==> src/rtl/tsa_pkg.sv <==
package tsa_pkg;

  // Geometry of the slot store
  localparam int ARRAYS  = 4;
  localparam int SLOTS   = 32;
  localparam int ID_BITS = 32;

  localparam int ARR_W  = (ARRAYS > 1) ? $clog2(ARRAYS) : 1;
  localparam int SLOT_W = $clog2(SLOTS);
  localparam int CNT_W  = $clog2(ARRAYS + 1);
  localparam int ADDR_W = ((ARRAYS * SLOTS) > 1) ? $clog2(ARRAYS * SLOTS) : 1;

  // Widths of the request and result fields on the ports
  localparam int OP_W     = 2;
  localparam int TEX_W    = 32;
  localparam int STAT_W   = 2;
  localparam int OUT_AW   = 2;
  localparam int OUT_SW   = 5;
  localparam int OUT_CW   = 3;

  typedef logic [SLOTS-1:0]   mask_t;
  typedef logic [ID_BITS-1:0] id_t;

  typedef enum logic [OP_W-1:0] {
    OP_INSERT = 2'd0,
    OP_REMOVE = 2'd1,
    OP_LOOKUP = 2'd2
  } op_t;

  typedef enum logic [STAT_W-1:0] {
    STAT_NEW       = 2'd0,
    STAT_FOUND     = 2'd1,
    STAT_FULL      = 2'd2,
    STAT_NOT_FOUND = 2'd3
  } stat_code_t;

  typedef enum logic [1:0] {
    ST_IDLE,
    ST_SCAN,
    ST_DECIDE,
    ST_OUT
  } state_t;

  // Commands from the controller to the datapath
  typedef struct packed {
    logic accept;
    logic scan;
    logic decide;
    logic out_load;
  } tsa_cmd_t;

  // Status from the datapath to the controller
  typedef struct packed {
    logic scan_done;
  } tsa_stat_t;

  // Index of the lowest set bit; the caller guarantees a non-zero mask.
  function automatic logic [SLOT_W-1:0] lowest_set(input mask_t m);
    logic [SLOT_W-1:0] idx;
    idx = '0;
    for (int i = SLOTS - 1; i >= 0; i--) begin
      if (m[i]) begin
        idx = SLOT_W'(i);
      end
    end
    return idx;
  endfunction

endpackage

==> src/rtl/tsa_ctrl.sv <==
module tsa_ctrl
  import tsa_pkg::*;
(
  input  logic      clk,
  input  logic      rst,
  input  logic      in_valid,
  output logic      in_ready,
  input  logic      out_free,
  input  tsa_stat_t dp_stat,
  output tsa_cmd_t  cmd
);

  state_t state;
  state_t state_next;

  // State register.
  always_ff @(posedge clk) begin
    if (rst) begin
      state <= ST_IDLE;
    end else begin
      state <= state_next;
    end
  end

  // Next state.
  always_comb begin
    state_next = state;
    case (state)
      ST_IDLE: begin
        if (in_valid) state_next = ST_SCAN;
      end
      ST_SCAN: begin
        if (dp_stat.scan_done) state_next = ST_DECIDE;
      end
      ST_DECIDE: begin
        state_next = ST_OUT;
      end
      ST_OUT: begin
        if (out_free) state_next = ST_IDLE;
      end
      default: begin
        state_next = ST_IDLE;
      end
    endcase
  end

  // Outputs.
  always_comb begin
    cmd      = '0;
    in_ready = 1'b0;
    case (state)
      ST_IDLE: begin
        in_ready   = 1'b1;
        cmd.accept = in_valid;
      end
      ST_SCAN: begin
        cmd.scan = 1'b1;
      end
      ST_DECIDE: begin
        cmd.decide = 1'b1;
      end
      ST_OUT: begin
        cmd.out_load = out_free;
      end
      default: begin
        cmd = '0;
      end
    endcase
  end

  // A result is only loaded when the output register can take it.
  a_load_free: assert property (@(posedge clk) disable iff (rst)
    cmd.out_load |-> out_free)
    else $error("result loaded into a busy output register");

  // A request is only taken between operations.
  a_accept_idle: assert property (@(posedge clk) disable iff (rst)
    cmd.accept |=> state == ST_SCAN)
    else $error("accepted request did not start a scan");

  // The lookup result is settled before the decision cycle.
  a_decide_after_scan: assert property (@(posedge clk) disable iff (rst)
    cmd.decide |-> $past(cmd.scan) && $past(dp_stat.scan_done))
    else $error("decision without a finished scan");

endmodule

==> src/rtl/tsa_datapath.sv <==
module tsa_datapath
  import tsa_pkg::*;
(
  input  logic               clk,
  input  logic               rst,
  input  tsa_cmd_t           cmd,
  output tsa_stat_t          dp_stat,
  input  logic [OP_W-1:0]    in_op,
  input  id_t                in_id,
  output logic [STAT_W-1:0]  res_status,
  output logic [ARR_W-1:0]   res_arr,
  output logic [SLOT_W-1:0]  res_slot,
  output logic [CNT_W-1:0]   open_count
);

  mask_t             free_masks [ARRAYS];
  logic [OP_W-1:0]   op_q;
  id_t               id_q;

  // Id store, one entry per slot, read one entry a cycle during a scan
  id_t               slot_ids [ARRAYS*SLOTS];
  id_t               rdata;
  logic              rd_en;
  logic [ADDR_W-1:0] rd_addr;
  logic              wr_en;
  logic [ADDR_W-1:0] wr_addr;

  // Scan position and pending compare
  logic [CNT_W-1:0]  scan_arr;
  logic [SLOT_W-1:0] scan_slot;
  logic              pv;
  logic [ARR_W-1:0]  pend_arr;
  logic [SLOT_W-1:0] pend_slot;
  logic              found;
  logic [ARR_W-1:0]  hit_arr;
  logic [SLOT_W-1:0] hit_slot;
  logic              issuing;
  logic              match;

  // Decision signals
  logic              sel_any;
  logic [ARR_W-1:0]  sel_arr;
  logic              can_open;
  logic [ARR_W-1:0]  new_arr;
  logic [SLOT_W-1:0] slot_pick;
  logic              do_insert;
  logic              do_open;
  logic              do_remove;
  logic [STAT_W-1:0] status_next;
  logic [ARR_W-1:0]  arr_next;
  logic [SLOT_W-1:0] slot_next;

  // Request payload.
  always_ff @(posedge clk) begin
    if (cmd.accept) begin
      op_q <= in_op;
      id_q <= in_id;
    end
  end

  // Read side of the scan: walk the slots of the open arrays in turn until a hit.
  assign issuing = cmd.scan && !found && (scan_arr != open_count);
  assign rd_en   = issuing;
  assign rd_addr = ADDR_W'(scan_arr * SLOTS + scan_slot);
  assign match   = pv && !free_masks[pend_arr][pend_slot] && (rdata == id_q);

  assign dp_stat.scan_done = found || ((scan_arr == open_count) && !pv);

  always_ff @(posedge clk) begin
    if (rst) begin
      pv    <= 1'b0;
      found <= 1'b0;
    end else if (cmd.accept) begin
      pv    <= 1'b0;
      found <= 1'b0;
    end else if (cmd.scan) begin
      pv <= issuing;
      if (match && !found) begin
        found <= 1'b1;
      end
    end
  end

  always_ff @(posedge clk) begin
    if (cmd.accept) begin
      scan_arr  <= '0;
      scan_slot <= '0;
    end else if (issuing) begin
      pend_arr  <= ARR_W'(scan_arr);
      pend_slot <= scan_slot;
      if (scan_slot == SLOT_W'(SLOTS - 1)) begin
        scan_slot <= '0;
        scan_arr  <= scan_arr + CNT_W'(1);
      end else begin
        scan_slot <= scan_slot + SLOT_W'(1);
      end
    end
    if (cmd.scan && match && !found) begin
      hit_arr  <= pend_arr;
      hit_slot <= pend_slot;
    end
  end

  // Id store with registered read.
  always_ff @(posedge clk) begin
    if (wr_en) begin
      slot_ids[wr_addr] <= id_q;
    end
    if (rd_en) begin
      rdata <= slot_ids[rd_addr];
    end
  end

  // First open array that still has a free slot.
  always_comb begin
    sel_any = 1'b0;
    sel_arr = '0;
    for (int a = ARRAYS - 1; a >= 0; a--) begin
      if ((CNT_W'(a) < open_count) && (free_masks[a] != '0)) begin
        sel_any = 1'b1;
        sel_arr = ARR_W'(a);
      end
    end
  end

  assign can_open  = open_count < CNT_W'(ARRAYS);
  assign new_arr   = sel_any ? sel_arr : ARR_W'(open_count);
  assign slot_pick = lowest_set(free_masks[new_arr]);

  // Outcome of the request.
  always_comb begin
    do_insert   = 1'b0;
    do_open     = 1'b0;
    do_remove   = 1'b0;
    status_next = STAT_NOT_FOUND;
    arr_next    = '0;
    slot_next   = '0;
    if (op_q == OP_INSERT) begin
      if (found) begin
        status_next = STAT_FOUND;
        arr_next    = hit_arr;
        slot_next   = hit_slot;
      end else if (sel_any || can_open) begin
        do_insert   = 1'b1;
        do_open     = !sel_any;
        status_next = STAT_NEW;
        arr_next    = new_arr;
        slot_next   = slot_pick;
      end else begin
        status_next = STAT_FULL;
      end
    end else if (found) begin
      do_remove   = (op_q == OP_REMOVE);
      status_next = STAT_FOUND;
      arr_next    = hit_arr;
      slot_next   = hit_slot;
    end
  end

  assign wr_en   = cmd.decide && do_insert;
  assign wr_addr = ADDR_W'(new_arr * SLOTS + slot_pick);

  // Free masks and the open array count.
  always_ff @(posedge clk) begin
    if (rst) begin
      for (int a = 0; a < ARRAYS; a++) begin
        free_masks[a] <= '1;
      end
      open_count <= CNT_W'(1);
    end else if (cmd.decide) begin
      if (do_insert) begin
        free_masks[new_arr][slot_pick] <= 1'b0;
      end
      if (do_remove) begin
        free_masks[hit_arr][hit_slot] <= 1'b1;
      end
      if (do_open) begin
        open_count <= open_count + CNT_W'(1);
      end
    end
  end

  // Result register.
  always_ff @(posedge clk) begin
    if (cmd.decide) begin
      res_status <= status_next;
      res_arr    <= arr_next;
      res_slot   <= slot_next;
    end
  end

  // The open count stays within the number of arrays.
  a_open_range: assert property (@(posedge clk) disable iff (rst)
    (open_count >= CNT_W'(1)) && (open_count <= CNT_W'(ARRAYS)))
    else $error("open array count out of range");

  // A newly placed id occupies its slot afterwards.
  a_insert_taken: assert property (@(posedge clk) disable iff (rst)
    cmd.decide && do_insert |=> !free_masks[$past(new_arr)][$past(slot_pick)])
    else $error("inserted slot still marked free");

  // The open count only moves on a decision.
  a_open_on_decide: assert property (@(posedge clk) disable iff (rst)
    !$past(rst) && (open_count != $past(open_count)) |-> $past(cmd.decide))
    else $error("open array count changed outside a decision");

endmodule

==> src/rtl/texture_slot_allocator_top.sv <==
// Time from request to result grows with arrays_open when the id is absent, or
// with the scan position of the hit; the id store is read one slot a cycle
// through its single read port.
// One request at a time: the next can be taken in the cycle after a result is loaded,
// and a finished result waits in the output register while the next one runs.
// Reset opens one array with all slots free; the id store is not cleared.
module texture_slot_allocator_top
  import tsa_pkg::*;
(
  input  logic        clk,
  input  logic        rst,
  input  logic        s_tvalid,
  output logic        s_tready,
  input  logic [31:0] s_tdata,  // [31:0] tex_id
  input  logic [1:0]  s_tuser,  // [1:0] operation
  output logic        m_tvalid,
  input  logic        m_tready,
  output logic [15:0] m_tdata,  // [1:0] array_index, [6:2] slot_index,
                                // [9:7] arrays_open, [15:10] zero
  output logic [1:0]  m_tuser   // [1:0] status
);

  tsa_cmd_t          cmd;
  tsa_stat_t         dp_stat;
  logic              out_free;
  id_t               in_id;
  logic [STAT_W-1:0] res_status;
  logic [ARR_W-1:0]  res_arr;
  logic [SLOT_W-1:0] res_slot;
  logic [CNT_W-1:0]  open_count;

  assign in_id    = ID_BITS'(s_tdata[TEX_W-1:0]);
  assign out_free = !m_tvalid || m_tready;

  tsa_ctrl u_ctrl (
    .clk      (clk),
    .rst      (rst),
    .in_valid (s_tvalid),
    .in_ready (s_tready),
    .out_free (out_free),
    .dp_stat  (dp_stat),
    .cmd      (cmd)
  );

  tsa_datapath u_datapath (
    .clk        (clk),
    .rst        (rst),
    .cmd        (cmd),
    .dp_stat    (dp_stat),
    .in_op      (s_tuser),
    .in_id      (in_id),
    .res_status (res_status),
    .res_arr    (res_arr),
    .res_slot   (res_slot),
    .open_count (open_count)
  );

  // Output register for the result of each request.
  always_ff @(posedge clk) begin
    if (rst) begin
      m_tvalid <= 1'b0;
    end else if (cmd.out_load) begin
      m_tvalid <= 1'b1;
    end else if (m_tready) begin
      m_tvalid <= 1'b0;
    end
  end

  always_ff @(posedge clk) begin
    if (cmd.out_load) begin
      m_tuser <= res_status;
      m_tdata <= {6'd0, OUT_CW'(open_count), OUT_SW'(res_slot), OUT_AW'(res_arr)};
    end
  end

endmodule

==> config.mk <==
export PLATFORM = sky130hd
export DESIGN_NAME = texture_slot_allocator_top
export DESIGN_NICKNAME = d
export VERILOG_FILES = /design/src/rtl/tsa_pkg.sv /design/src/rtl/tsa_ctrl.sv /design/src/rtl/tsa_datapath.sv /design/src/rtl/texture_slot_allocator_top.sv
export SDC_FILE = /design/constraint.sdc
export NUM_CORES = 2
export LEC_CHECK = 0
export BUFFER_PORTS_ARGS = -buffer_cell sky130_fd_sc_hd__buf_2
export CAP_MARGIN = 20
export CELL_PAD_IN_SITES_DETAIL_PLACEMENT = 1
export CELL_PAD_IN_SITES_GLOBAL_PLACEMENT = 1
export CORE_UTILIZATION = 45
export CTS_CLUSTER_SIZE = 14
export DETAILED_ROUTE_END_ITERATION = 8
export PLACE_DENSITY_LB_ADDON = 0.1
export REMOVE_ABC_BUFFERS = 1
export SLEW_MARGIN = 20
export SYNTH_ARGS = -nofsm -noshare
export SYNTH_HDL_FRONTEND = slang
export SYNTH_MEMORY_MAX_BITS = 65536
export SYNTH_SLANG_ARGS = --single-unit
==> constraint.sdc <==
create_clock -name clk -period 5.9 [get_ports clk]
set_clock_uncertainty 0.2 [all_clocks]
set_input_delay 0.885 -clock clk [delete_from_list [all_inputs] [get_ports clk]]
set_output_delay 0.885 -clock clk [all_outputs]
set_load 0.1 [all_outputs]
==> flow_summary.ini <==
[global_route]
gr-total-overflow = 0
grt_pass1_wl_mm = 687
grt_pass1_vias = 85000
track_usage_pct = 25.8
antenna_found_initial = 46
grt_max_degree = 130

[die]
core-area_mm2 = 0.376
rows = 225
die_width_um = 616
initial_utilization_pct = 45.2
die_h_um = 616
die_area_mm2 = 0.379
io_pins = 58

[clocking]
cts_tree = done
cts.path.max_buffers = 4
clkTransAtPathRegs_ns = 0.06
cts_sinks = 4343
root_buffer = clkbuf_16
cts_buffers = 454
h-tree-depth = 5
clock_latency_ns = 0.99

[yosys]
synth_edf_count = 4325
yosysTopAreaCell = edfxtp_1
ys_seq_elements = 4343
syn_avg_cell_area_um2 = 23.5
syn_inst = 7234
netlist_area_mm2 = 0.170
yosys.cell_count.top_type = edfxtp_1
synth_top_cells_by_count = edfxtp_1, mux4_2, nor2_1
seq_area_frac_synth_pct = 76.8
synth_top_cells_by_area = edfxtp_1, mux4_2, nor2_1
ys_warn_count = 0
synthArstFlopShare_pct = 0
netlist.area_leader.share_pct = 76.5
synth_ff_type = edfxtp_1
ys_types = 93

[critical_path]
crit_type = reg -> reg
start_kind = flop
rr_worst_depth = 18
worstPathRequired_ns = 6.34
rr_endpoint = u_datapath.slot_ids[49][0]
cp_max_fo = 32
arrival_ns = 6.28
r2r_slack_ns = 0.07
reg2reg_from = u_datapath.free_masks[2][13]
cp-end-kind = flop

[final_layout]
fill_cells = 31900
nets = 8017
syn_to_final_growth_pct = 16.8
drive_gt1_share_pct = 35.0
stdcell_count = 13400
final_area_mm2 = 0.198

[timing]
rsz0062_at_grt = yes
tns_ns = 0
finalSetupViolCount = 0
worstMarginPinSlew_ns = 1.16
fmax_mhz = 171
fin_crit_ns = 5.83
finalMaxSlewViolations = 0
worst_slack_ns = 0.0651
hold_viol = 0
maxSlewHeadroom_pct = 21.9
whs_ns = 0.208
min_period_over_period_pct = 98.9

[routing]
wire_per_inst_um = 36.7
postRouteAntennaNets = 0
drc_errors = 0
routed_wl_mm = 491
first_pass_iters = 6
vias = 81600
routed_via_density = 6.10
drtIter0Drc = 9014

[hold_path]
holdCritStartpoint = rst
worstHoldPathType = in -> reg
min_to = u_datapath.open_count[2]
whs_path_depth = 3

[place]
dp_slack_ns = -0.273
placed_cell_area_mm2 = 0.183
gp_congestion = 0.913
io_buffers = 51
place_inst = 12500
dp_hpwl_mm = 316

[pwr]
powerDensity_mw_per_mm2 = 409
p_leak_nw = 59.2
irDropWorstVdd_mv = 0.279

[job]
cap_viol_max_count = 0

[outcome]
outcome = finished clean
## what timing repair did
item	in CTS	in global routing
hold buffers	35	0
endpoints found under the setup margin	3970	3290
endpoints found under the hold margin	35	0
pin swaps	5	0
setup buffers	0	0
cloned	2	0
resized for setup	5	13
## layout make-up
| class | count | area (um2) | share of cell area, % |
|---|---|---|---|
| sequential | 4343 | 130000 | 65.7 |
| multi-input combinational | 2479 | 38900 | 19.6 |
| clock buffer | 561 | 11900 | 6.00 |
| timing repair buffer | 683 | 8010 | 4.04 |
| tap | 4994 | 6250 | 3.15 |
| clock inverter | 276 | 2780 | 1.40 |
| antenna | 16 | 40.0 | 0.0202 |
| inverter | 10 | 37.5 | 0.0189 |
## layer usage
layer	GRT usage (%)	part of all wire [%]	up-vias
met2	43.7	51	2917
met1	35.4	41	45100
met3	3.72	5.9	689
met4	6.99	3.1	12
li1	-	-	32800
met5	0	0.015	-
## where the power goes
part | switching [mW] | internal [mW]
sequential | 0.438 | 35.5
clock | 12.1 | 16.3
combinational | 9.78 | 6.88
## per-stage QoR
stage          utilization (%)  power, mW
2_1_floorplan                -       45.1
3_3_place_gp              48.7       53.4
3_5_place_dp              48.7       53.6
4_1_cts                   52.7       82.0
5_1_grt                   52.8       83.3
6_report                  52.8       81.0
## flip-flops by register name (all words and copies together) (netlist names), 5 cells and up, named ones only
| signal | count |
|---|---|
| m_tdata | 10 |
| u_datapath.res_slot | 5 |
| u_datapath.scan_slot | 5 |
| u_datapath.pend_slot | 5 |
| u_datapath.hit_slot | 5 |
| u_datapath.rdata | 32 |
| u_datapath.free_masks | 128 |
| u_datapath.slot_ids | 4096 |
| u_datapath.id_q | 32 |
## worst max path at each step
stage | from | to
4_1_cts | u_datapath.free_masks[2][4] | u_datapath.slot_ids[109][28]
3_5_place_dp | u_datapath.free_masks[2][0] | u_datapath.slot_ids[109][11]
6_report | u_datapath.free_masks[2][13] | u_datapath.slot_ids[49][0]
2_1_floorplan | u_datapath.scan_slot[0] | u_datapath.pend_slot[0]
5_1_grt | u_datapath.free_masks[2][0] | u_datapath.slot_ids[109][28]
3_3_place_gp | u_datapath.free_masks[2][0] | u_datapath.slot_ids[62][8]
## cells in the final DEF (no fill, tap or decap), drive strengths merged, types with 47 or more instances in the layout
cell | Yosys | routed
a21oi | 94 | 94
buf | 142 | 648
bufinv | 0 | 47
clkbuf | 267 | 561
clkinv | 1 | 200
edfxtp | 4325 | 4325
mux4 | 1386 | 1386
nand2 | 101 | 101
nor2 | 285 | 287
o21ai | 80 | 80
## logic make-up (layout without fill, tap and decap cells)
| group | count (synthesis) | after routing | share of synthesized area (%) |
|---|---|---|---|
| xor+xnor | 38 | 38 | 0.196 |
| mux | 1428 | 1428 | 18.7 |
| other cells | 1 | 22 | 0.00221 |
| compound gates | 369 | 369 | 1.53 |
| buf+inv | 419 | 1530 | 0.988 |
| fa+ha+maj | 8 | 8 | 0.0590 |
| simple gates | 628 | 630 | 1.79 |
| flops | 4343 | 4343 | 76.8 |
## worst max-delay path, stage by stage, from the launching register on
cell and delay, ns:
edfxtp_1 0.45, nor3_1 0.43, nand4_1 0.33, nor3_1 0.45, nand2_2 0.23, a21oi_4 0.27, buf_4 0.27, mux2_2 0.36
o211ai_1 0.31, a211oi_1 0.10, buf_4 0.16, o311ai_4 0.43, buf_4 0.20, buf_4 0.11, a21bo_2 0.22, nand4_4 0.14
buf_12 0.19, nor2_4 0.20, buf_12 0.23
Note: power is estimated with default switching activity, not from simulation.
